$ cat config.mk
export PLATFORM = sky130hd
export DESIGN_NAME = progress_stall_watchdog_core
export DESIGN_NICKNAME = d
export VERILOG_FILES = /design/src/psw_pkg.sv /design/src/psw_cfg_regs.sv /design/src/psw_tracker.sv /design/src/progress_stall_watchdog_core.sv
export VERILOG_INCLUDE_DIRS = /design/src /design/src/src
export SDC_FILE = /design/constraint.sdc
export NUM_CORES = 1
export LEC_CHECK = 0
export BUFFER_PORTS_ARGS = -buffer_cell sky130_fd_sc_hd__buf_2
export CORE_MARGIN = 2
export CORE_UTILIZATION = 63
export CTS_CLUSTER_SIZE = 8
export DETAILED_ROUTE_END_ITERATION = 6
export HOLD_SLACK_MARGIN = 0.06
export PLACE_DENSITY = 0.86
export SKIP_CTS_REPAIR_TIMING = 1
export SYNTH_ARGS = -nofsm -noshare
export SYNTH_HDL_FRONTEND = slang
export SYNTH_HIERARCHICAL = 1
export SYNTH_SLANG_ARGS = --single-unit
$ cat constraint.sdc
create_clock -name clk -period 32.6 [get_ports clk]
set_clock_uncertainty 0.05 [all_clocks]
set_input_delay 4.89 -clock clk [delete_from_list [all_inputs] [get_ports clk]]
set_output_delay 4.89 -clock clk [all_outputs]
set_load 0.02 [all_outputs]
$ cat src/progress_stall_watchdog_core_macros.svh
// Assertion macros shared by the progress stall watchdog RTL.
`ifndef PROGRESS_STALL_WATCHDOG_CORE_MACROS_SVH
`define PROGRESS_STALL_WATCHDOG_CORE_MACROS_SVH

// same-cycle implication, checked outside reset
`define PSW_ASSERT_NOW(label, clk, rst_n, ante, cons, msg) \
  label: assert property (@(posedge clk) disable iff (!rst_n) (ante) |-> (cons)) \
    else $error(msg);

// next-cycle implication, checked outside reset
`define PSW_ASSERT_NEXT(label, clk, rst_n, ante, cons, msg) \
  label: assert property (@(posedge clk) disable iff (!rst_n) (ante) |=> (cons)) \
    else $error(msg);

`endif

$ cat src/psw_pkg.sv
// Types and constants of the progress stall watchdog.
package psw_pkg;

  localparam int unsigned TimeW = 32;
  localparam int unsigned CfgIdxW = 2;

  localparam logic [TimeW-1:0] RESET_STALL_BEGIN_MS  = 32'd250;
  localparam logic [TimeW-1:0] RESET_STALL_REPEAT_MS = 32'd500;
  localparam logic [TimeW-1:0] RESET_WATCHDOG_MS     = 32'd5000;

  localparam logic [CfgIdxW-1:0] CFG_STALL_BEGIN  = 2'd0;
  localparam logic [CfgIdxW-1:0] CFG_STALL_REPEAT = 2'd1;
  localparam logic [CfgIdxW-1:0] CFG_WATCHDOG     = 2'd2;

  typedef enum logic [1:0] {
    EV_STALL_BEGIN   = 2'd0,
    EV_STALL_ONGOING = 2'd1,
    EV_WATCHDOG      = 2'd2,
    EV_STALL_END     = 2'd3
  } event_kind_t;

  typedef struct packed {
    logic [TimeW-1:0] sim_tick;
    logic [TimeW-1:0] now_ms;
    logic [TimeW-1:0] progress_mark;
  } in_item_t;

  typedef struct packed {
    event_kind_t      event_kind;
    logic [TimeW-1:0] event_tick;
    logic [TimeW-1:0] event_ms;
    logic [TimeW-1:0] stalled_for_ms;
    logic [TimeW-1:0] held_mark;
  } out_item_t;

  typedef struct packed {
    logic [TimeW-1:0] stall_begin_ms;
    logic [TimeW-1:0] stall_repeat_ms;
    logic [TimeW-1:0] watchdog_ms;
  } cfg_t;

endpackage

$ cat src/psw_cfg_regs.sv
// Configuration register file of the progress stall watchdog.
module psw_cfg_regs import psw_pkg::*; (
  input  logic               clk,
  input  logic               rst_n,
  input  logic               cfg_we,
  input  logic [CfgIdxW-1:0] cfg_index,
  input  logic [TimeW-1:0]   cfg_wdata,
  output cfg_t               cfg
);

  cfg_t cfg_r;
  cfg_t cfg_nxt;

  always_comb begin
    cfg_nxt = cfg_r;
    if (cfg_we) begin
      case (cfg_index)
        CFG_STALL_BEGIN:  cfg_nxt.stall_begin_ms  = cfg_wdata;
        CFG_STALL_REPEAT: cfg_nxt.stall_repeat_ms = cfg_wdata;
        CFG_WATCHDOG:     cfg_nxt.watchdog_ms     = cfg_wdata;
        default:          cfg_nxt = cfg_r;
      endcase
    end
  end

  always_ff @(posedge clk) begin
    if (!rst_n) begin
      cfg_r.stall_begin_ms  <= RESET_STALL_BEGIN_MS;
      cfg_r.stall_repeat_ms <= RESET_STALL_REPEAT_MS;
      cfg_r.watchdog_ms     <= RESET_WATCHDOG_MS;
    end else begin
      cfg_r <= cfg_nxt;
    end
  end

  assign cfg = cfg_r;

endmodule

$ cat src/psw_tracker.sv
// Progress tracking state and the per-item stall decision.
`include "progress_stall_watchdog_core_macros.svh"
module psw_tracker import psw_pkg::*; (
  input  logic      clk,
  input  logic      rst_n,
  input  cfg_t      cfg,
  input  logic      step,
  input  in_item_t  item,
  output logic      emit,
  output out_item_t result
);

  logic             seen_any_r, seen_any_nxt;
  logic [TimeW-1:0] last_mark_r, last_mark_nxt;
  logic [TimeW-1:0] confirmed_r, confirmed_nxt;
  logic [TimeW-1:0] note_r, note_nxt;
  logic             stall_active_r, stall_active_nxt;
  logic             wd_done_r, wd_done_nxt;

  logic             changed;
  logic [TimeW-1:0] stalled;
  logic [TimeW-1:0] since_note;
  event_kind_t      kind;

  assign changed    = !seen_any_r || (item.progress_mark != last_mark_r);
  assign stalled    = item.now_ms - confirmed_r;
  assign since_note = item.now_ms - note_r;

  always_comb begin
    seen_any_nxt     = seen_any_r;
    last_mark_nxt    = last_mark_r;
    confirmed_nxt    = confirmed_r;
    note_nxt         = note_r;
    stall_active_nxt = stall_active_r;
    wd_done_nxt      = wd_done_r;
    emit             = 1'b0;
    kind             = EV_STALL_END;
    if (changed) begin
      seen_any_nxt     = 1'b1;
      last_mark_nxt    = item.progress_mark;
      confirmed_nxt    = item.now_ms;
      stall_active_nxt = 1'b0;
      wd_done_nxt      = 1'b0;
      emit             = stall_active_r;
      kind             = EV_STALL_END;
    end else if (!stall_active_r) begin
      if (stalled >= cfg.stall_begin_ms) begin
        stall_active_nxt = 1'b1;
        note_nxt         = item.now_ms;
        emit             = 1'b1;
        kind             = EV_STALL_BEGIN;
      end
    end else if (!wd_done_r && (stalled >= cfg.watchdog_ms)) begin
      wd_done_nxt = 1'b1;
      emit        = 1'b1;
      kind        = EV_WATCHDOG;
    end else if (since_note >= cfg.stall_repeat_ms) begin
      note_nxt = item.now_ms;
      emit     = 1'b1;
      kind     = EV_STALL_ONGOING;
    end
  end

  // held mark is the stored mark, but the new mark on a stall end
  always_comb begin
    result.event_kind     = kind;
    result.event_tick     = item.sim_tick;
    result.event_ms       = item.now_ms;
    result.stalled_for_ms = stalled;
    result.held_mark      = item.progress_mark;
  end

  always_ff @(posedge clk) begin
    if (!rst_n) begin
      seen_any_r     <= 1'b0;
      last_mark_r    <= '0;
      confirmed_r    <= '0;
      note_r         <= '0;
      stall_active_r <= 1'b0;
      wd_done_r      <= 1'b0;
    end else if (step) begin
      seen_any_r     <= seen_any_nxt;
      last_mark_r    <= last_mark_nxt;
      confirmed_r    <= confirmed_nxt;
      note_r         <= note_nxt;
      stall_active_r <= stall_active_nxt;
      wd_done_r      <= wd_done_nxt;
    end
  end

  `PSW_ASSERT_NOW(a_wd_in_stall, clk, rst_n, wd_done_r, stall_active_r, "watchdog flag outside stall")
  `PSW_ASSERT_NOW(a_stall_after_seen, clk, rst_n, stall_active_r, seen_any_r, "stall before first item")
  `PSW_ASSERT_NOW(a_end_needs_stall, clk, rst_n, step && emit && (kind == EV_STALL_END), stall_active_r, "stall end without stall")
  `PSW_ASSERT_NEXT(a_begin_opens, clk, rst_n, step && emit && (kind == EV_STALL_BEGIN), stall_active_r && !wd_done_r, "stall begin did not open stall")

endmodule

$ cat src/progress_stall_watchdog_core.sv
// Top level of the progress stall watchdog: input register, tracker, result register.
//
//   channel | ports                              | direction
//   in      | in_valid, in_ready, in_data        | progress reports in
//   out     | out_valid, out_ready, out_data     | stall events out
//   cfg     | cfg_we, cfg_index, cfg_wdata       | threshold writes
//
// One report per cycle unless an untaken event stalls; out_valid rises only for events.
// The tracker decides and updates its state in the cycle the report moves
// from the input register into the result register.
// A stalled result register holds the input register; in_ready then drops.
// Synchronous active-low reset clears all control state and reloads the default thresholds.
`include "progress_stall_watchdog_core_macros.svh"
module progress_stall_watchdog_core import psw_pkg::*; (
  input  logic               clk,
  input  logic               rst_n,
  input  logic               in_valid,
  output logic               in_ready,
  input  in_item_t           in_data,
  output logic               out_valid,
  input  logic               out_ready,
  output out_item_t          out_data,
  input  logic               cfg_we,
  input  logic [CfgIdxW-1:0] cfg_index,
  input  logic [TimeW-1:0]   cfg_wdata
);

  cfg_t      cfg;
  in_item_t  in_item_r;
  logic      in_v_r;
  out_item_t out_item_r;
  logic      out_v_r;
  logic      adv;
  logic      emit;
  out_item_t result;

  assign adv      = in_v_r && (!out_v_r || out_ready);
  assign in_ready = !in_v_r || adv;

  psw_cfg_regs u_cfg (
    .clk       (clk),
    .rst_n     (rst_n),
    .cfg_we    (cfg_we),
    .cfg_index (cfg_index),
    .cfg_wdata (cfg_wdata),
    .cfg       (cfg)
  );

  psw_tracker u_trk (
    .clk    (clk),
    .rst_n  (rst_n),
    .cfg    (cfg),
    .step   (adv),
    .item   (in_item_r),
    .emit   (emit),
    .result (result)
  );

  always_ff @(posedge clk) begin
    if (!rst_n) begin
      in_v_r <= 1'b0;
    end else if (in_ready) begin
      in_v_r <= in_valid;
    end
  end

  always_ff @(posedge clk) begin
    if (in_valid && in_ready) begin
      in_item_r <= in_data;
    end
  end

  always_ff @(posedge clk) begin
    if (!rst_n) begin
      out_v_r <= 1'b0;
    end else if (adv) begin
      out_v_r <= emit;
    end else if (out_ready) begin
      out_v_r <= 1'b0;
    end
  end

  always_ff @(posedge clk) begin
    if (adv && emit) begin
      out_item_r <= result;
    end
  end

  assign out_valid = out_v_r;
  assign out_data  = out_item_r;

  `PSW_ASSERT_NEXT(a_in_hold, clk, rst_n, in_v_r && !adv, in_v_r && $stable(in_item_r), "input item dropped")
  `PSW_ASSERT_NEXT(a_out_follows, clk, rst_n, adv, out_v_r == $past(emit), "result valid mismatch")
  `PSW_ASSERT_NOW(a_no_overwrite, clk, rst_n, out_v_r && !out_ready, !adv, "pending result overwritten")

endmodule
==> impl_metrics.yaml, run 1 <==
power_and_ir_drop:
  clkPwrFrac_pct: 42.1
  worst_ir_drop_vdd_uv: 51.97
  power-per-cell-area_nw_per_um2: 55.50
  post-layout-total-power_mw: 1.324
  combinationalPowerShare_pct: 13.3
  internal_power_mw: 0.9855
  power_leakage_nw: 9.670
  seq_power_share_pct: 44.7
  p_switching_mw: 0.3386
  power.share.switching_pct: 25.57
synthesis:
  synth_area_um2: 21230
  synth.mux.area_fraction_pct: 7.545
  synth-edff-count: 226
  async_reset_ff_share_pct: 0
  synth_flop_cell: "edfxtp_1"
  synth_compound_gate_area_share_pct: 8.918
  synth-adder-area-share_pct: 9.502
  synth_top_area_cell: "edfxtp_1"
  post_synth_inst_count: 1957
  dominant_combinational_cell_family_by_area_after_synthesis: "simple AND/OR/NAND/NOR gates"
  yosys_warnings: 6
  netlist_top_cells_area: "edfxtp_1 32%, dfxtp_1 19%, ha_1 9.3%"
  yosys.area_share.xor_xnor_pct: 3.672
  syn_area_cell_um2: 10.85
  synth.yosys.seq_area_share_pct: 50.55
  ys_ff_latch: 423
  synth-simple-area-share_pct: 11.54
  synth.lib_cells_used.distinct: 73
  yosysTopAreaCellShare_pct: 31.97
  synth.net_count: 2252
global_route:
  antenna_violations_before_repair: 1
  grt_remaining_overflow: 0
  global_route.usage.total_pct: 26.44
  grt_max_degree: 103
  grt_pass1_vias: 14600
  grt_pass1_wl_um: 74030
sta:
  rsz0062_at_grt: "no"
  final_hold_fails: 0
  report.final.slew_viol_count: 0
  fmaxAchievable_ghz: 0.09655
  timing.final.crit_share_pct: 31.77
  worst_pin_slew_ps: 1063
  finalSetupTns_ps: 0
  setup_viol: 0
  relative_slew_slack_pct: 29.16
  finalCriticalPeriod_ps: 10360
die:
  io_pins: 267
  fp.coreArea_um2: 33360
  die_height_um: 187.6
  placementRows: 67
  die-width_um: 187.6
  initial_utilization_pct: 63.62
  die_area_um2: 35180
worst_setup_path:
  cp_top_family: "buffers and inverters"
  timing.critical_path.mode_cell: "buf_2"
  crit_path_start_kind: "primary input"
  timing.critical_path.cells: "buf_2, nor2b_4, nand2_1, buf_2"
  timing.critical_path.buf_inv: 2
  crit_type: "in2out"
  worst_path_slowest_cell: "nor2b_4"
  timing.critical_path.to_type: "output pin"
  crit_required_ps: 27660
  cp_max_fo: 3
  worst_ep_arrival_time_ps: 5420
  critPathMaxStageDelay_ps: 180
  reg2reg_slack_ps: 24100
clock_network:
  sinks_on_the_clock_net: 423
  cts-buffers-inserted: 58
  htree_num_levels: 2
  clock_pin_transition_on_the_worst_setup_and_hold_timing_paths_ps: 50
  tritoncts: "built"
  clk-insertion-delay-late_ps: 610
  clockRootBuffer: "clkbuf_16"
  clock_path_buffers: 3
placement:
  hpwl_after_dpl_um: 32430
  post_dp_cell_area_um2: 22160
  numPortBuffers: 266
  routabilityCongestion: 0.9391
flow_run:
  cap_viol_max_count: 0
routing:
  totalWireLength_um: 47690
  viasPerCell: 5.596
  dr.first_iter.drc_count: 1092
  detail_route.drc_violations: 0
  routed_wire_length_per_instance_um: 18.13
  dr.pass1.iters: 6
  via_count: 14718
  antenna_left: 0
run_status:
  run_status: "finished clean"
layout:
  most-common-layout-cells: "265 x buf_2, 226 x edfxtp_1, 219 x nand2_1, 197 x dfxtp_1, 185 x inv_1"
  stdcell_area_um2: 23860
  post_route_cells_drive_above_1_share_pct: 16.28
  design.final.nets: 2429
  syn_to_final_growth_pct: 12.40
  layout.cells.most_common: "buf_2"
min_path:
  hold_class: "reg2reg"
==> logic make-up after synthesis <==
kind of cell | count (synthesis)
AND/OR/NAND/NOR | 496
adder cells (fa/ha/maj) | 160
AO/OA/AOI/OAI | 287
XOR/XNOR | 89
buffers and inverters | 342
flip-flops | 423
multiplexers | 160
==> path summary, 6_finish.rpt <==
check | cells after the start | start | end
hold reg to reg | 0 | in_item_r[95]$_DFFE_PP_ | out_data[127]$_DFFE_PP_
setup reg to reg | 27 | in_item_r[32]$_DFFE_PP_ | out_data[114]$_DFFE_PP_
hold / removal | 0 | in_item_r[95]$_DFFE_PP_ | out_data[127]$_DFFE_PP_
setup / recovery | 4 | out_ready | in_ready
==> sequential cells by signal, indices dropped and copies added, names as in the netlist, 32 cells and up <==
name and count:
u_trk/confirmed_r 32, u_trk/note_r 32, in_item_r 96, out_data 130, u_trk/last_mark_r 32, u_cfg/cfg 96
==> cell usage after synthesis, types with 10 or more instances <==
cell      count
nor2_1       64
clkbuf_1     36
nand2b_1     14
edfxtp_1    226
mux2i_1     160
xnor2_1      57
o21ai_0      36
ha_1        158
nand4_1      31
a21oi_1     102
buf_6        13
nor2b_1      96
inv_1       185
xor2_1       32
nand2_1     219
a21o_1       53
dfxtp_1     197
nand3_1      15
o21a_1       10
o21bai_1     12
buf_4        98
==> worst reg2reg max path: stages (launching register included) <==
cell	delay (ps)
edfxtp_1	440
inv_1	120
ha_1	170
inv_1	50
fa_1	410
a21o_1	190
a21oi_1	350
o21ai_1	220
a311oi_1	410
o31ai_1	140
a21oi_1	240
o21bai_1	130
a21oi_1	210
xnor2_1	170
ha_1	320
nand2_1	50
nor4_1	700
nand3_1	200
a31oi_1	280
nor3_1	160
o31ai_1	360
nor3b_1	480
o21ai_0	160
o21ai_0	190
nand2_1	180
nor2_4	100
buf_4	620
buf_4	870
==> per-stage QoR <==
stage	instances	hold slack, ps	utilization (%)	setup WS (ps)
2_1_floorplan	1957	384.7	-	21630
5_1_grt	2630	369.9	71.51	22200
3_3_place_gp	2522	350.2	66.40	22250
3_5_place_dp	2522	354.5	66.40	22240
6_report	2630	366.8	71.51	22240
4_1_cts	2629	366.5	71.50	22240
==> metal layers <==
layer / wire, um / GRT usage [%] / vias up
li1: - / - / 7057
met1: 19620 / 32.49 / 6978
met2: 23220 / 45.41 / 550
met3: 2941 / 4.791 / 133
met4: 1909 / 12.24 / 0
met5: 0 / 0 / -
==> power groups by stage <==
stage	registers, mW	clock network, mW	logic [mW]
after floorplan	0.598	0	0.130
after global placement	0.600	0	0.159
after detailed placement	0.601	0	0.169
after CTS	0.591	0.567	0.172
after global routing	0.592	0.590	0.193
final	0.591	0.557	0.176
==> cell type report <==
class | count | area [um2]
multi-input combinational | 1192 | 8772
sequential | 423 | 10730
tap | 448 | 560.5
clock buffer | 104 | 1624
timing repair buffer | 274 | 1398
inverter | 185 | 694.4
antenna | 1 | 2.502
clock inverter | 3 | 76.32
fill | 2340 | 9507
No activity file was read; power rests on OpenSTA's default activity.
==> run 2, diff against run 1 <==
Settings changed: CORE_UTILIZATION 63 to 53, PLACE_DENSITY 0.86 to 0.77.
Clock period 32.6 ns to 8.5 ns, I/O delays scaled along.
==> impl_metrics.yaml, run 2 (synthesis gave the netlist of run 1 again) <==
run_status:
  run_status: "finished clean"
placement:
  post_dp_cell_area_um2: 22270
  hpwl_after_dpl_um: 35280
  numPortBuffers: 266
  routabilityCongestion: 0.9156
  numPlacedInstances: 2601
layout:
  design.final.nets: 2431
  number_of_standard_cells_in_the_final_layout_excluding_fillers: 2709
  postLayoutCoreUtil_pct: 60.50
  most-common-layout-cells: "265 x buf_2, 226 x edfxtp_1, 219 x nand2_1, 197 x dfxtp_1, 185 x inv_1"
  antennaDiodeCount: 0
  layout.cells.most_common: "buf_2"
  stdcell_area_um2: 23980
  syn_to_final_growth_pct: 12.99
  largest_reg_flops: 130
  post_route_cells_drive_above_1_share_pct: 16.35
routing:
  totalWireLength_um: 49520
  routed_wire_length_per_instance_um: 18.28
  dr.pass1.iters: 6
  viasPerCell: 5.359
  via_count: 14518
  detail_route.drc_violations: 0
  dr.first_iter.drc_count: 792
  antenna_left: 0
worst_setup_path:
  worst_path_slowest_cell: "buf_4"
  crit_required_ps: 8650
  cp_max_fo: 70
  crit_path_start_kind: "flip-flop"
  timing.critical_path.mode_cell: "a21oi_1"
  critPathMaxStageDelay_ps: 790
  crit_type: "reg2reg"
  worst_ep_arrival_time_ps: 7250
  timing.critical_path.to_type: "flip-flop"
sta:
  fmaxAchievable_ghz: 0.1410
  relative_slew_slack_pct: 25.81
  worst_pin_slew_ps: 1110
  timing.final.crit_share_pct: 83.46
  setup_viol: 0
  report.final.slew_viol_count: 0
  finalSetupTns_ps: 0
  finalCriticalPeriod_ps: 7094
  rsz0062_at_grt: "no"
  final_hold_fails: 0
clock_network:
  cts-buffers-inserted: 58
  tritoncts: "built"
  sinks_on_the_clock_net: 423
  clock_pin_transition_on_the_worst_setup_and_hold_timing_paths_ps: 50
  clock_path_buffers: 3
  clk-insertion-delay-late_ps: 630
  htree_num_levels: 2
  clockRootBuffer: "clkbuf_16"
global_route:
  antenna_violations_before_repair: 2
  grt_remaining_overflow: 0
  grt_pass1_vias: 14481
  grt_pass1_wl_um: 76290
  grt_max_degree: 94
  global_route.usage.total_pct: 23.37
power_and_ir_drop:
  worst_ir_drop_vdd_uv: 212.9
  power-per-cell-area_nw_per_um2: 212.7
  power_leakage_nw: 9.686
die:
  die-width_um: 204.1
  placementRows: 73
  die_area_um2: 41670
  fp.coreArea_um2: 39640
  initial_utilization_pct: 53.55
  die_height_um: 204.1
  io_pins: 267
min_path:
  hold_class: "reg2reg"
flow_run:
  cap_viol_max_count: 0
run 2: worst paths after layout:
path	startpoint	endpoint	slack [ps]	depth (start not counted)
max	in_item_r[32]$_DFFE_PP_	out_data[119]$_DFFE_PP_	1410	26
max reg2reg	in_item_r[32]$_DFFE_PP_	out_data[119]$_DFFE_PP_	1410	26
min	in_item_r[76]$_DFFE_PP_	out_data[108]$_DFFE_PP_	360	0
min reg2reg	in_item_r[76]$_DFFE_PP_	out_data[108]$_DFFE_PP_	360	0
run 2: area by class of cell:
cell class	count	area [um2]
Fill cell	3258	15660
Sequential cell	423	10730
Clock inverter	3	90.09
Inverter	185	694.4
Timing Repair Buffer	276	1413
Clock buffer	105	1628
Tap cell	525	656.9
Multi-Input combinational cell	1192	8772
run 2: report_power, final:
part | total, mW | internal, mW | switching, mW
combinational | 0.668 | 0.274 | 0.394
clock | 2.17 | 1.29 | 0.882
sequential | 2.26 | 2.22 | 0.0410
run 2: per-layer routing:
| layer | track usage [%] | up-vias | routed length, um |
|---|---|---|---|
| met5 | 0 | - | 29 |
| met4 | 8.126 | 4 | 1425 |
| met3 | 4.576 | 89 | 2651 |
| met2 | 39.08 | 430 | 23830 |
| met1 | 30.30 | 6929 | 21580 |
| li1 | - | 7066 | - |
run 2: through the flow:
step	hold WS [ps]	total power, mW	setup slack, ps
floorplan	384.7	2.792	268.9
global placement	350.2	2.931	2019
detailed placement	354.5	2.957	1636
CTS	363.3	5.142	1593
global route	367.8	5.317	961.9
finish	363.9	5.101	1406
run 2: critical path: cells and delay by family, from the launching register on:
kind                       cells  cell delay, ps
DFF                            1             430
xor gates and xnor gates       1             150
buffers and inverters          3             960
and+or+nand+nor                7            1610
AOI/OAI and AO/OA             12            2540
adders and majority gates      3             890
==> run 3, diff against run 2 <==
Settings changed: CORE_UTILIZATION 53 to 59, PLACE_DENSITY 0.77 to 0.81.
Clock period 8.5 ns to 6.7 ns, I/O delays scaled along.
==> impl_metrics.yaml, run 3 (synthesis gave the netlist of run 1 again) <==
power_and_ir_drop:
  seq_power_share_pct: 44.3
  power.share.switching_pct: 25.74
  p_switching_mw: 1.672
  post-layout-total-power_mw: 6.496
  power-per-cell-area_nw_per_um2: 270.9
  internal_power_mw: 4.824
  worst_ir_drop_vdd_uv: 239.7
  power_leakage_nw: 9.721
  combinationalPowerShare_pct: 13.1
  clkPwrFrac_pct: 42.6
routing:
  dr.first_iter.drc_count: 931
  viasPerCell: 5.571
  met3_wirelength_um: 3258
  via_count: 14753
  route.layer.met1.wl_um: 20700
  routed.top_layer: "met5"
  totalWireLength_um: 49370
  detailroute.wirelength.met2_um: 23660
  detail_route.drc_violations: 0
  routed_wire_length_per_instance_um: 18.65
  antenna_left: 0
  dr.pass1.iters: 5
die:
  initial_utilization_pct: 59.82
  placementRows: 69
  fp.coreArea_um2: 35480
  die_height_um: 193.7
  io_pins: 267
  die_area_um2: 37510
  die-width_um: 193.7
global_route:
  grt_remaining_overflow: 0
  grt_max_degree: 94
  grt_pass1_wl_um: 76520
  grt_pass1_vias: 14668
  antenna_violations_before_repair: 3
  global_route.usage.total_pct: 25.52
sta:
  finalCriticalPeriod_ps: 6306
  finalSetupTns_ps: 0
  report.final.slew_viol_count: 0
  timing.hold.ws_ps: 359.8
  relative_slew_slack_pct: 30.58
  fmaxAchievable_ghz: 0.1586
  rsz0062_at_grt: "yes"
  worst_pin_slew_ps: 1039
  setup_viol: 0
  final_hold_fails: 0
  timing.final.crit_share_pct: 94.12
layout:
  postLayoutCoreUtil_pct: 67.58
  number_of_standard_cells_in_the_final_layout_excluding_fillers: 2648
  antennaDiodeCount: 0
  largest_reg_flops: 130
  most-common-layout-cells: "265 x buf_2, 226 x edfxtp_1, 219 x nand2_1, 197 x dfxtp_1, 185 x inv_1"
  layout.cells.most_common: "buf_2"
  syn_to_final_growth_pct: 12.97
  layout.filler_cells: 2666
  design.final.nets: 2435
  post_route_cells_drive_above_1_share_pct: 16.69
placement:
  numPortBuffers: 266
  routabilityCongestion: 0.9170
  numPlacedInstances: 2539
  hpwl_after_dpl_um: 34390
min_path:
  hold_class: "reg2reg"
  min_from: "in_item_r[72]$_DFFE_PP_"
clock_network:
  clockRootBuffer: "clkbuf_16"
  clock_path_buffers: 3
  tritoncts: "built"
  sinks_on_the_clock_net: 423
  clk-insertion-delay-late_ps: 630
  htree_num_levels: 2
  cts-buffers-inserted: 59
  clock_pin_transition_on_the_worst_setup_and_hold_timing_paths_ps: 50
worst_setup_path:
  reg2reg_from: "in_item_r[32]$_DFFE_PP_"
  crit_required_ps: 6910
  crit_start: "in_item_r[32]$_DFFE_PP_"
  crit_type: "reg2reg"
  worst_ep_arrival_time_ps: 6510
  cp_max_fo: 41
  timing.critical_path.to_type: "flip-flop"
  crit_path_start_kind: "flip-flop"
flow_run:
  cap_viol_max_count: 0
run_status:
  run_status: "finished clean"
-- run 3: worst max-delay path, cell delays in order, from the launching register on --
cell and delay [ps]:
edfxtp_1 450, inv_1 110, ha_1 170, inv_1 50, fa_1 410, a21o_1 180, a21oi_1 270, o21ai_1 190
a311oi_1 340, o31ai_1 120, a21oi_1 230, o21bai_1 100, a21oi_1 170, xnor2_1 150, ha_1 310, nand2_1 80
nor4_2 450, nand3_1 130, a31oi_1 200, nor3_1 130, o31ai_1 300, nor3b_2 320, o21ai_0 130, o21ai_0 110
nand2_1 130, nor2_4 220, clkbuf_8 410
-- run 3: power groups by stage --
stage / registers, mW / logic [mW] / clock network (mW)
final: 2.88 / 0.853 / 2.77
after global routing: 2.88 / 0.938 / 2.94
after CTS: 2.88 / 0.835 / 2.82
after detailed placement: 2.93 / 0.823 / 0
after global placement: 2.92 / 0.794 / 0
after floorplan: 2.91 / 0.631 / 0
-- run 3: metal layers --
metal,global-route usage [%],vias up
met5,0,-
met3,5.201,127
met4,9.415,4
met2,42.69,496
li1,-,7081
met1,32.90,7045
-- run 3: final timing paths --
path                                                end  cells past startpoint  slack [ps]
worst max-delay path             out_data[44]$_DFFE_PP_                     26         390
worst min-delay path            out_data[104]$_DFFE_PP_                      0         360
worst max register to register   out_data[44]$_DFFE_PP_                     26         390
worst min register to register  out_data[104]$_DFFE_PP_                      0         360
-- run 3: area by class of cell --
type,instances,area (um2),share of cell area (%)
clock buffer,104,1645,6.861
clock inverter,4,77.57,0.3235
sequential,423,10730,44.75
timing repair buffer,279,1465,6.110
inverter,185,694.4,2.896
multi-input combinational,1192,8791,36.66
tap,461,576.8,2.405
-- run 3: per-stage QoR --
step                cell area [um2]  setup slack [ps]
floorplan                     21240             7.120
global placement              22220             678.3
detailed placement            22220             309.7
CTS                           23940             234.9
global route                  23980            -36.65
finish                        23980             394.1
